==> config.mk <==
export PLATFORM = sky130hd
export DESIGN_NAME = pmq_front
export DESIGN_NICKNAME = d
export VERILOG_FILES = /design/src/rtl/pmq_pkg.sv /design/src/rtl/pmq_front.sv
export SDC_FILE = /design/constraint.sdc
export NUM_CORES = 1
export LEC_CHECK = 0
export ABC_AREA = 0
export BUFFER_PORTS_ARGS = -buffer_cell sky130_fd_sc_hd__clkbuf_2
export CAP_MARGIN = 20
export CORE_AREA = 2 2 115 117
export DETAILED_ROUTE_END_ITERATION = 12
export DIE_AREA = 0 0 117 119
export GPL_TIMING_DRIVEN = 0
export PLACE_DENSITY = 0.51
export SYNTH_ARGS = -nofsm -noshare
export SYNTH_HDL_FRONTEND = slang
export SYNTH_SLANG_ARGS = --single-unit
==> constraint.sdc <==
create_clock -name vclk -period 3.3
set_clock_uncertainty 0.1 [all_clocks]
set_input_delay 0.33 -clock vclk [all_inputs]
set_output_delay 0.33 -clock vclk [all_outputs]
set_load 0.005 [all_outputs]
==> src/rtl/pmq_pkg.sv <==
`default_nettype none
package pmq_pkg;

   localparam int unsigned COUNT_W   = 13;
   localparam int unsigned COUNT_MAX = 8191;

   typedef enum logic [1:0] {
      OP_ENQUEUE = 2'd0,
      OP_DEQUEUE = 2'd1,
      OP_RELEASE = 2'd2,
      OP_UNUSED  = 2'd3
   } opcode_type;

   typedef enum logic [1:0] {
      ST_OK    = 2'd0,
      ST_BAD   = 2'd1,
      ST_FULL  = 2'd2,
      ST_EMPTY = 2'd3
   } status_type;

   typedef enum logic [1:0] {
      CMD_ENQ,
      CMD_DEQ,
      CMD_REL,
      CMD_BAD
   } cmd_kind_type;

   typedef enum logic {
      PH_ISSUE,
      PH_FINISH
   } phase_type;

   typedef struct packed {
      logic [1:0]  opcode;
      logic [63:0] job_function;
      logic [63:0] job_argument;
      logic [2:0]  priority_req;
      logic [11:0] slot;
   } req_type;

   typedef struct packed {
      logic [1:0]  status;
      logic [63:0] out_function;
      logic [63:0] out_argument;
      logic [11:0] out_slot;
      logic [12:0] queued_count;
      logic [12:0] active_count;
      logic        drained;
   } rsp_type;

   typedef struct packed {
      cmd_kind_type kind;
      logic [63:0]  job_function;
      logic [63:0]  job_argument;
      logic [2:0]   lane;
      logic [11:0]  slot;
   } cmd_type;

endpackage
`default_nettype wire

==> src/rtl/pmq_front.sv <==
`default_nettype none
module pmq_front #(
   parameter int unsigned POOL_SLOTS = 4096,
   parameter int unsigned LANES      = 4
) (
   input  wire logic             start,
   input  wire logic             full,
   input  wire pmq_pkg::req_type req_data,
   output logic                  push,
   output pmq_pkg::cmd_type      cmd
);
   import pmq_pkg::*;

   logic bad_enq;
   logic bad_rel;

   assign push    = start && !full;
   assign bad_enq = (req_data.job_function == 64'd0) ||
                    ({1'b0, req_data.priority_req} >= 4'(LANES));
   assign bad_rel = {5'd0, req_data.slot} >= 17'(POOL_SLOTS);

   always_comb begin
      cmd.job_function = req_data.job_function;
      cmd.job_argument = req_data.job_argument;
      cmd.lane         = req_data.priority_req;
      cmd.slot         = req_data.slot;
      case (req_data.opcode)
         OP_ENQUEUE: cmd.kind = bad_enq ? CMD_BAD : CMD_ENQ;
         OP_DEQUEUE: cmd.kind = CMD_DEQ;
         OP_RELEASE: cmd.kind = bad_rel ? CMD_BAD : CMD_REL;
         default:    cmd.kind = CMD_BAD;
      endcase
   end
endmodule
`default_nettype wire

==> flow_metrics.py <==
metrics = {
    "floorplan": {
        "initial_core_util_pct": 9.738,
        "chipHeight_um": 119,
        "dieArea_um2": 13920,
        "io_pins": 293,
        "core_um2": 12870,
        "die_x_um": 117,
        "rows": 42,
    },
    "pwr": {
        "power_frac_seq_pct": 0,
        "p_clk_share_pct": 0,
        "switching_power_mw": 0.09213,
        "p_int_mw": 0.1971,
        "p_leak_nw": 1.600,
        "powerDensity_nw_per_um2": 113.4,
        "power.total_mw": 0.2893,
        "power_frac_comb_pct": 100.0,
        "sw_frac_of_total_pct": 31.85,
        "worst_ir_drop_vdd_v": 0.00004420,
    },
    "timing": {
        "drv_slew": 0,
        "timing.fmax_mhz": 450.6,
        "final-hold-violation-count": 0,
        "setup_tns_ns": 0,
        "setup_viol": 0,
        "rsz0062_at_grt": "no",
        "slew_headroom_pct": 71.70,
        "min_period_ns": 2.219,
        "fin_hold_ws_ns": 0.7269,
        "setup_ws_ns": 1.081,
        "max_slew.worst_pin.slew_ns": 0.4207,
        "fin_crit_sh_pct": 67.25,
    },
    "route": {
        "drc": 0,
        "wl_mm": 4.862,
        "drt.antenna.violating_nets": 0,
        "firstDrtPassIters": 4,
        "vias": 1707,
        "initialDrtViolationCount": 8,
        "routed_wire_length_per_instance_um": 8.682,
        "vias_per_cell": 3.048,
    },
    "yosys": {
        "synth_cell_types": 7,
        "seq_area_frac_synth_pct": 0,
        "yosys_warnings": 0,
        "syn_inst": 169,
        "syn_avg_cell_area_um2": 7.418,
        "syn_area_um2": 1254,
        "syn_nets": 316,
    },
    "final_layout": {
        "drive_gt1_share_pct": 93.75,
        "regArea_um2": 0,
        "design.seq.count": 0,
        "clock_buffers": 0,
        "finalCoreUtilization_pct": 19.81,
        "syn_to_final_growth_pct": 103.4,
        "fin_nets": 533,
        "antenna_cells": 0,
    },
    "grt": {
        "grt_overflow": 0,
        "top_usage_layer": "met2",
        "antenna_found_initial": 0,
        "gr-usage-met3_pct": 0.3562,
        "grtUsageMet2_pct": 12.54,
        "use_met1_pct": 5.957,
        "grt_pass1_wl_mm": 6.348,
        "grt_max_degree": 4,
        "grt_pass1_vias": 1398,
        "track_usage_pct": 5.705,
    },
    "clocking": {
        "ctsHoldBuffers": 0,
        "postCtsSetupBuffers": 0,
        "cts_resized": 0,
    },
    "worst_hold_path": {
        "hold_depth": 2,
        "hold_end": "cmd[35]",
        "hold_start": "req_data[35]",
        "min_path_type": "in2out",
    },
    "placed_design": {
        "post-place-ws_ns": 0.9124,
        "gp_congestion": 0.7712,
        "hpwl_mm": 4.825,
        "io_buffers": 215,
    },
    "critical_path": {
        "cp_max_fo": 2,
        "cp_slowest_cell": "nor4_2",
        "crit_top_cell": "clkbuf_2",
        "path_cells": "clkbuf_2, nor4_1, nand4_1, nor4_2, o31a_1, clkbuf_2",
        "critPathCaptureType": "primary output",
        "cp-start-kind": "input pin",
        "critPathKind": "in2out",
        "critPathRequiredTime_ns": 2.87,
        "cp.arrival_ns": 1.79,
        "cpPeakStageDelay_ns": 0.44,
    },
    "run": {
        "drv_cap": 0,
    },
    "run_status": {
        "outcome": "completed",
    },
}
[routing by layer]
| layer | up-vias | part of all wire (%) |
|---|---|---|
| met4 | 0 | 0 |
| li1 | 852 | - |
| met1 | 698 | 33 |
| met5 | - | 0 |
| met2 | 157 | 55 |
| met3 | 0 | 13 |
[Yosys cell counts]
master	instances	area, um2
buf_4	143	1074
nand2b_1	2	12.51
nand4_1	4	25.02
nor2b_1	1	6.260
nor4_1	15	93.84
nor4_2	2	25.02
o31a_1	2	17.52
[per-stage QoR]
stage	instances	cell area, um2
after floorplan	169	1254
after global placement	560	2550
after detailed placement	560	2550
after CTS	560	2550
after global routing	560	2550
final	560	2550
[area by class of cell]
class,instances,area (um2)
Timing Repair Buffer,215,1076
Buffer,143,1074
Fill cell,1462,10320
Multi-Input combinational cell,26,180.2
Tap cell,176,220.2
[power by group through the flow]
stage	registers (mW)	logic [mW]	clock network [mW]
finish	0	0.289	0
global route	0	0.320	0
CTS	0	0.295	0
detailed placement	0	0.294	0
global placement	0	0.293	0
floorplan	0	0.148	0
[kinds of logic after synthesis]
group	count (synthesis)	share of synthesized area, %
AOI/OAI and AO/OA	2	1.397
buffers and inverters	143	85.63
and+or+nand+nor	24	12.97
[how the worst max path moves through the flow]
stage                             start        to  slack (ns)  depth (start not counted)
after detailed placement   req_data[91]  cmd[143]        0.91                          6
after CTS                  req_data[91]  cmd[143]        0.90                          6
after global routing       req_data[91]  cmd[143]        0.79                          6
after floorplan           req_data[131]  cmd[143]        1.70                          4
after global placement     req_data[91]  cmd[143]        0.93                          6
final                     req_data[131]  cmd[143]        1.08                          6
[worst max-delay path: cells and delay by family]
family	cells	cell delay (ns)
buf+inv	2	0.20
simple gates	3	1.08
compound gates	1	0.19
[layout by cell type (no fill, tap or decap), drive strengths merged]
master	Yosys	routed
clkbuf	0	215
buf	143	143
nor4	17	17
nand4	4	4
nand2b	2	2
o31a	2	2
nor2b	1	1
Note: power is estimated with default switching activity, not from simulation.
