File: config.mk
export PLATFORM = sky130hd
export DESIGN_NAME = pmq_fifo
export DESIGN_NICKNAME = d
export VERILOG_FILES = /design/src/rtl/pmq_pkg.sv /design/src/rtl/pmq_fifo.sv
export SDC_FILE = /design/constraint.sdc
export NUM_CORES = 1
export LEC_CHECK = 0
export ABC_AREA = 1
export BUFFER_PORTS_ARGS = -buffer_cell sky130_fd_sc_hd__buf_2
export CAP_MARGIN = 20
export CORE_MARGIN = 10
export CORE_UTILIZATION = 25
export CTS_CLUSTER_SIZE = 24
export DETAILED_ROUTE_END_ITERATION = 8
export PLACE_DENSITY_LB_ADDON = 0.25
export SYNTH_ARGS = -nofsm -noshare
export SYNTH_HDL_FRONTEND = slang
export SYNTH_SLANG_ARGS = --single-unit
File: constraint.sdc
create_clock -name clock -period 8.5 [get_ports clock]
set_input_delay 1.7 -clock clock [delete_from_list [all_inputs] [get_ports clock]]
set_output_delay 1.7 -clock clock [all_outputs]
set_load 0.02 [all_outputs]
File: src/rtl/pmq_pkg.sv
`default_nettype none
package pmq_pkg;

   localparam int unsigned COUNT_W   = 13;
   localparam int unsigned COUNT_MAX = 8191;

   typedef enum logic [1:0] {
      OP_ENQUEUE = 2'd0,
      OP_DEQUEUE = 2'd1,
      OP_RELEASE = 2'd2,
      OP_UNUSED  = 2'd3
   } opcode_type;

   typedef enum logic [1:0] {
      ST_OK    = 2'd0,
      ST_BAD   = 2'd1,
      ST_FULL  = 2'd2,
      ST_EMPTY = 2'd3
   } status_type;

   typedef enum logic [1:0] {
      CMD_ENQ,
      CMD_DEQ,
      CMD_REL,
      CMD_BAD
   } cmd_kind_type;

   typedef enum logic {
      PH_ISSUE,
      PH_FINISH
   } phase_type;

   typedef struct packed {
      logic [1:0]  opcode;
      logic [63:0] job_function;
      logic [63:0] job_argument;
      logic [2:0]  priority_req;
      logic [11:0] slot;
   } req_type;

   typedef struct packed {
      logic [1:0]  status;
      logic [63:0] out_function;
      logic [63:0] out_argument;
      logic [11:0] out_slot;
      logic [12:0] queued_count;
      logic [12:0] active_count;
      logic        drained;
   } rsp_type;

   typedef struct packed {
      cmd_kind_type kind;
      logic [63:0]  job_function;
      logic [63:0]  job_argument;
      logic [2:0]   lane;
      logic [11:0]  slot;
   } cmd_type;

endpackage
`default_nettype wire

File: src/rtl/pmq_fifo.sv
`default_nettype none
module pmq_fifo (
   input  wire logic             clock,
   input  wire logic             reset,
   input  wire logic             push,
   input  wire pmq_pkg::cmd_type push_cmd,
   input  wire logic             pop,
   output logic                  full,
   output logic                  not_empty,
   output pmq_pkg::cmd_type      head_cmd
);
   import pmq_pkg::*;

   cmd_type    entry_ff [2];
   logic       wr_ff, wr_in;
   logic       rd_ff, rd_in;
   logic [1:0] count_ff, count_in;

   assign full      = (count_ff == 2'd2);
   assign not_empty = (count_ff != 2'd0);
   assign head_cmd  = entry_ff[rd_ff];

   always_comb begin
      wr_in    = push ? !wr_ff : wr_ff;
      rd_in    = pop ? !rd_ff : rd_ff;
      count_in = count_ff + {1'b0, push} - {1'b0, pop};
   end

   always_ff @(posedge clock) begin
      if (reset) begin
         wr_ff    <= 1'b0;
         rd_ff    <= 1'b0;
         count_ff <= 2'd0;
      end else begin
         wr_ff    <= wr_in;
         rd_ff    <= rd_in;
         count_ff <= count_in;
      end
      if (push) begin
         entry_ff[wr_ff] <= push_cmd;
      end
   end
endmodule
`default_nettype wire

==> results of run 1 <==
placed cells by master (no fill, tap or decap):
| master | n |
|---|---|
| mux2_2 | 95 |
| edfxtp_1 | 290 |
| nor2_4 | 1 |
| dfxtp_1 | 4 |
| mux2_4 | 50 |
| xnor2_1 | 1 |
| ha_1 | 2 |
| nor2_1 | 6 |
| buf_2 | 295 |
| buf_4 | 6 |
| bufinv_16 | 1 |
| inv_6 | 1 |
| clkbuf_16 | 37 |
| inv_1 | 7 |
| nor3_1 | 1 |
| clkinvlp_4 | 1 |
| nand3_1 | 1 |
| clkinv_2 | 4 |
| clkinv_1 | 7 |
| clkbuf_1 | 7 |
| nand2_1 | 5 |
| dfxtp_4 | 1 |
| a21oi_1 | 1 |
flip-flops by register name, summed over array words and instances, names as in the netlist, named ones only:
name	count
rd_ff	1
entry_ff	290
wr_ff	1
count_ff	2
cells in the mapped netlist, drive strengths merged:
cell type,number
nand2,5
nand3,1
dfxtp,5
nor2,7
nor3,1
buf,16
ha,2
edfxtp,290
mux2,145
xnor2,1
inv,8
a21oi,1
final cells by class:
| type | count | area [µm²] |
|---|---|---|
| well taps | 585 | 732 |
| clock buffers | 44 | 952 |
| flip-flops and latches | 295 | 8810 |
| repair buffers | 301 | 1520 |
| multi-input cells | 163 | 1920 |
| fillers | 4210 | 29000 |
| clock inverters | 13 | 83.8 |
| inverters | 8 | 35.0 |
layer usage:
layer  routed length (µm)  part of all wire [%]  vias to the layer above  global-route usage [%]
met5                   29                  0.11                        -                       0
met3                 2150                   8.4                       50                    4.01
met4                  725                   2.8                        6                    4.19
met2                12200                    48                      195                    14.9
met1                10600                    41                     2746                    11.3
li1                     -                     -                     2543                       -
stage by stage:
| stage | worst slack, ns | cell area (µm²) |
|---|---|---|
| finish | 3.95 | 14100 |
| global route | 3.76 | 14100 |
| CTS | 3.83 | 14100 |
| detailed placement | 4.41 | 13000 |
| global placement | 4.44 | 13000 |
| floorplan | 0.0416 | 10900 |
critical path, stage by stage (launching register included):
cell	delay, ns
dfxtp_4	0.75
buf_4	0.86
mux2_2	0.42
buf_2	0.16
cell families (layout without fill, tap and decap cells):
kind of cell             count (synthesis)  count (layout)  synth area share [%]
flip-flops                             295             295                  81.0
XOR/XNOR                                 1               1                0.0805
adder cells (fa/ha/maj)                  2               2                 0.230
AND/OR/NAND/NOR                         14              14                 0.506
buffers and inverters                   24             366                  1.41
multiplexers                           145             145                  16.7
AO/OA/AOI/OAI                            1               1                0.0460
report_power, final:
group          switching, µW  total (µW)  leakage (µW)  internal (µW)
combinational            238         404       0.00201            166
sequential              24.4        1710       0.00276           1690
clock                    550        1370      0.000505            815
total                    812        3480       0.00528           2670
path summary, 6_finish.rpt:
path	to	slack, ns	depth (start not counted)
worst max-delay path	head_cmd[144]	3.95	3
worst min-delay path	rd_ff$_SDFFE_PP0P_	0.52	2
worst max register to register	entry_ff[1][12]$_DFFE_PP_	6.00	3
worst min register to register	rd_ff$_SDFFE_PP0P_	0.52	2
==> metrics, run 1 <==
First-pass DRT Iterations=4; Die W=229 µm; Setup-failing EPs final=0; Fin. Hold Viols=0; n_diodes=0; RSZ-0062 raised after global routing=false; Mapped Area=10,900 µm²; LEAKAGE=0.00528 µW; WL final=25,700 µm; Residual DRC=0; Core Box Area=43,100 µm²; Skew-Pair Late Insertion Delay=0.52 ns; Layout area overhead=29.3%; Initial Utilization=25.2%; hold_sp=rd_ff$_SDFFE_PP0P_; CTS Buffer Depth=3; PortBufs=295; DR vias=5,540; Slew headroom=32.5%; outcome=complete, no violations; Syn Nets=633; Pins Over Slew Limit=0; root buffer cell=clkbuf_16; FP Rows=76; total global-route track usage=9.56%; # resized after CTS=0; post-synth top area cell=edfxtp_1; initial DRC count=269; Post-CTS Setup Bufs=0; routability cong.=0.709; Tightest Hold Check Type=reg -> reg; post-synth cell types=14; final-stage net count=955; min Tclk post-route=4.55 ns; worst slew pin tran=1.01 ns; CP required=6.80 ns; largest net degree at the start of global routing=87; Pwr Density=248 nW/µm²; Max VDD drop=159 µV; Synth top area share=80.1%; Design Power=3480 µW; Setup Skew=0.00724 ns; H-tree depth=2; max cap viols=0; Synth area leaders=edfxtp_1 (80%), mux2_2 (9.8%), mux2_4 (6.9%); Yosys Warn Count=0; Synth Instances=482; vias in the first global route=5,937; final cycle utilization of the critical path=53.6%; Num CTS Buffers=35; Vias/cell=3.93; IO Pins=296; Worst setup SP type=register; initial antenna violation count=3; Clk pin slew, worst setup/hold paths=0.06 ns; post-synthesis sequential area ratio=81.0%; # hold bufs at CTS=0; Non-Filler Instances=1,409; fin util=32.6%; first-pass GRT wire length=38,000 µm; r2r startpoint=wr_ff$_SDFFE_PP0P_; die height=229 µm; Crit Path Max Fanout=54; layout cell share with drive strength beyond 1=59.7%; Placed Cells incl. Taps=1,352; post-DP HPWL=17,000 µm; Crit Path Category=reg -> out; flops & latches, synth=295; Worst Setup End Kind=output pin; Post-Syn Area per Cell=22.6 µm²; hold_ws=0.524 ns; WL per Instance=18.2 µm; Die ar.=52,200 µm²; grt ovf=0; CP Data Arrival Time=2.85 ns; CTS sink count=295; Fmax=0.220 GHz; Routed Antenna Nets=0; setup TNS=0 ns; CTS tree=yes
(Power assumes the default switching activity.)
==> run 2: changes to the inputs <==
clock period = 3.7 ns   (was 8.5 ns; I/O delays follow)
==> run 2 against run 1 <==
Compared with the run above:
- power rose by 130%
- critical endpoint is now head_cmd[2]
- cell count rose by 0.57%
- combinational power rose by 140%
- wire length fell by 2.4%
- global-route usage fell by 0.30 points
==> metrics, run 2 (synthesized netlist as in run 1, its figures left out) <==
min Tclk post-route=2.70 ns; worst reg2reg path depth=3; routability cong.=0.696; Setup Skew=0.0125 ns; FP Rows=76; Num CTS Buffers=35; Core Box Area=43,100 µm²; grt ovf=0; number of flip-flops in the largest register=290; Pins Over Slew Limit=0; total global-route track usage=9.25%; Setup-failing EPs final=0; Residual DRC=0; # fillers=4,233; CTS sink count=295; most frequent cells in the layout=buf_2 (295), edfxtp_1 (290), mux2_2 (95), mux2_4 (50), clkbuf_16 (35); Die W=229 µm; Routed Antenna Nets=0; initial antenna violation count=3; Crit Path Category=reg -> out; CTS Buffer Depth=3; hold_sp=push_cmd[12]; CTS tree=yes; registers with the most flip-flops=entry_ff (290), count_ff (2); Design Power=8040 µW; IO Pins=296; RSZ-0062 raised after global routing=false; Crit Path Max Fanout=71; CP Data Arrival Time=1.96 ns; commonest non-fill, non-tap cell in the layout=buf_2; Slew headroom=55.8%; H-tree depth=2; LEAKAGE=0.00531 µW; Vias/cell=3.92; Initial Utilization=25.2%; Clk pin slew, worst setup/hold paths=0.06 ns; FF-to-FF End=entry_ff[1][3]$_DFFE_PP_; r2r startpoint=wr_ff$_SDFFE_PP0P_; Worst setup SP type=register; WL per Instance=17.7 µm; # hold bufs at CTS=0; first-pass GRT wire length=37,000 µm; largest net degree at the start of global routing=75; Fin. Hold Viols=0; R2R setup slack=1.98 ns; Tightest Hold Check Type=in -> reg; WL final=25,100 µm; Max VDD drop=420 µV; final cycle utilization of the critical path=73.1%; PortBufs=295; max cap viols=0; Worst Setup End Kind=output pin; CP required=2.96 ns; Post-CTS Setup Bufs=0; layout cell share with drive strength beyond 1=60.2%; root buffer cell=clkbuf_16; Die ar.=52,200 µm²; setup TNS=0 ns; Layout area overhead=30.3%; die height=229 µm; final-stage net count=956; Fmax=0.370 GHz; Skew-Pair Late Insertion Delay=0.53 ns; hold path depth=1; worst slew pin tran=0.662 ns; First-pass DRT Iterations=4; Hold Crit Endpoint=entry_ff[1][12]$_DFFE_PP_; outcome=complete, no violations; post-DP HPWL=17,000 µm; initial DRC count=297; vias in the first global route=5,884; # resized after CTS=0; Pwr Density=567 nW/µm²; register name with the most flops=entry_ff; DR vias=5,554
run 2: cell count changes in the layout (fill, tap and decap cells not counted), moves of 3 or more:
cell,change
clkbuf_1,-4
buf_12,+6
inv_6,+3
buf_4,-5
run 2: worst max path at each step:
stage,slack (ns),startpoint,to,cells past startpoint
3_3_place_gp,1.41,push,entry_ff[0][96]$_DFFE_PP_,4
6_report,1.0,register,head_cmd[2],3
5_1_grt,0.93,register,head_cmd[2],3
2_1_floorplan,0.32,push,entry_ff[1][0]$_DFFE_PP_,2
3_5_place_dp,1.42,push,entry_ff[0][96]$_DFFE_PP_,4
4_1_cts,0.96,register,head_cmd[2],3
run 2: area by class of cell:
class                      instances  area (µm²)  area share, %
timing repair buffer             302        1600           11.3
inverter                           8        33.8          0.238
sequential                       295        8810           62.2
tap                              585         732           5.17
clock inverter                    22         148           1.04
multi-input combinational        163        1920           13.6
antenna                            2        5.00         0.0353
clock buffer                      40         915           6.45
run 2: power breakdown:
part           total [µW]  internal, µW  switching (µW)
Clock                3170          1850            1320
Sequential           3910          3870            36.1
Combinational         960           393             568
run 2: per-layer routing:
layer	global-route usage, %	vias up	part of all wire [%]
li1	-	2555	-
met1	10.8	2769	41
met3	3.33	45	7.3
met5	0	-	0.052
met4	4.06	2	2.7
met2	15.0	183	49
run 2: through the flow:
step                      cell area, µm²  util, %  hold slack, ns  std cells  setup WS (ns)
final                              14200     32.9           0.392       1417          0.996
after floorplan                    10900        -           0.480        482          0.325
after CTS                          14200     32.9           0.348       1415          0.960
after global placement             13100     30.4           0.497       1353           1.41
after global routing               14200     32.9           0.358       1417          0.928
after detailed placement           13100     30.4           0.503       1353           1.42
run 2: worst max-delay path: stages (launching register included):
cell     delay, ns
dfxtp_4       0.37
buf_12        0.37
mux2_2        0.41
buf_2         0.16
==> run 3: changes to the inputs <==
clock period = 2.6 ns   (was 3.7 ns; I/O delays follow)
==> run 3 against run 2 <==
Compared with the run above:
- power up 42%
- clock-buffer cell count up 4
- cell count up 0.21%
- wire length up 3.1%
- die area stayed put
- global-route usage up 0.34 points
- first-iteration DRC count increased by 2.7%
- core utilization increased by 0.27 points
- via count up 0.41%
- worst hold slack got worse by 0.21 ns
- critical endpoint is now head_cmd[3]
- highest routed layer unchanged
==> metrics, run 3 (synthesized netlist as in run 1, its figures left out) <==
final-stage net count=961; Residual DRC=0; highest metal used=met5; WL per Instance=18.2 µm; Worst Setup End Kind=output pin; outcome=complete, no violations; Fin. Hold Viols=0; routed length on met1=11,300 µm; IO Pins=296; worst reg2reg path depth=4; pre-CTS setup slack=0.643 ns; Post-DP Area=13,200 µm²; vias in the first global route=5,906; CP cell instances=buf_12, mux2_2, buf_2; crit-path max cell delay=0.51 ns; Slew headroom=67.5%; CTS sink count=295; CTS tree=yes; Die W=229 µm; Clk pin slew, worst setup/hold paths=0.05 ns; Routed Antenna Nets=0; CP Data Arrival Time=1.93 ns; DR vias=5,577; Non-Filler Instances=1,420; Cell Int Power=8760 µW; Setup-failing EPs final=0; Max VDD drop=415 µV; Crit-path slowest cell=dfxtp_4; First-pass DRT Iterations=4; hold path depth=1; R2R setup slack=1.04 ns; Final Cell Area=14,300 µm²; Skew-Pair Late Insertion Delay=0.52 ns; PortBufs=295; post-DP HPWL=17,700 µm; die height=229 µm; Crit Path Max Fanout=33; most frequent cells in the layout=buf_2 (295), edfxtp_1 (290), mux2_2 (95), mux2_4 (50), clkbuf_16 (37); Worst setup SP type=register; Layout area overhead=31.4%; FF-to-FF End=entry_ff[1][94]$_DFFE_PP_; max cap viols=0; Post-CTS Setup Bufs=0; layout cell share with drive strength beyond 1=60.1%; FP Rows=76; NetSw=2670 µW; CP required=2.08 ns; Crit Path Category=reg -> out; register name with the most flops=entry_ff; Flop pwr share=48.8%; commonest non-fill, non-tap cell in the layout=buf_2; Pwr Density=800 nW/µm²; min Tclk post-route=2.45 ns; setup ws final=0.148 ns; wire length on met3=1740 µm; combinational share of power=12.1%; root buffer cell=clkbuf_16; Clock Power Share=39.1%; LEAKAGE=0.00535 µW; total global-route track usage=9.59%; grt ovf=0; number of flip-flops in the largest register=290; Hold Crit Endpoint=entry_ff[0][66]$_DFFE_PP_; routability cong.=0.715; worst slew pin tran=0.488 ns; Fmax=0.408 GHz; initial DRC count=305; Pins Over Slew Limit=0; Setup Skew=0.0165 ns; Tightest Hold Check Type=in -> reg; Initial Utilization=25.2%; H-tree depth=2; first-pass GRT wire length=38,200 µm; # resized after CTS=0; final cycle utilization of the critical path=94.3%; Placed Cells incl. Taps=1,359; hold_sp=push_cmd[66]; r2r startpoint=wr_ff$_SDFFE_PP0P_; initial antenna violation count=3; largest net degree at the start of global routing=76; switch share=23.3%; # hold bufs at CTS=0; WL final=25,900 µm; Design Power=11,400 µW; Core Box Area=43,100 µm²; Num CTS Buffers=34; registers with the most flip-flops=entry_ff (290), count_ff (2); RSZ-0062 raised after global routing=false; CTS Buffer Depth=3; routed wl met2=12,200 µm; fin util=33.2%; Vias/cell=3.93; Die ar.=52,200 µm²; # fillers=4,174
## run 3: cell type report
class | count | area (µm²) | share of cell area, %
multi-input combinational | 163 | 1940 | 13.6
clock buffer | 44 | 952 | 6.66
inverter | 8 | 46.3 | 0.324
timing repair buffer | 308 | 1710 | 12.0
clock inverter | 15 | 91.3 | 0.639
antenna | 2 | 5.00 | 0.0350
sequential | 295 | 8810 | 61.7
tap | 585 | 732 | 5.12
## run 3: through the flow
step                hold slack, ns  setup TNS (ns)
global route                 0.141               0
finish                       0.186               0
CTS                          0.136               0
global placement             0.501               0
detailed placement           0.509               0
floorplan                    0.480         -144.96
## run 3: worst max path at each step
stage               slack, ns  startpoint  depth (start not counted)                        to
finish                   0.15    register                          3               head_cmd[3]
global route             0.04    register                          3               head_cmd[3]
CTS                      0.05    register                          3               head_cmd[3]
detailed placement       0.64    register                          3               head_cmd[6]
global placement         0.65    register                          3               head_cmd[6]
floorplan               -0.50        push                          2  entry_ff[1][0]$_DFFE_PP_
## run 3: worst max-delay path: cells and delay by family, from the launching register on
kind / cells / cell delay [ns]
DFF: 1 / 0.51
buffers and inverters: 2 / 0.46
muxes: 1 / 0.41
## run 3: metal layers
metal	vias up	GRT usage, %
li1	2564	-
met1	2776	11.8
met2	187	15.1
met3	46	3.80
met4	4	3.17
met5	-	0
## run 3: power groups by stage
stage	combinational (µW)	sequential, µW	clock [µW]
global route	1490	5600	4870
floorplan	875	5670	0
detailed placement	1420	5680	0
global placement	1410	5680	0
finish	1390	5580	4460
CTS	1430	5580	4690
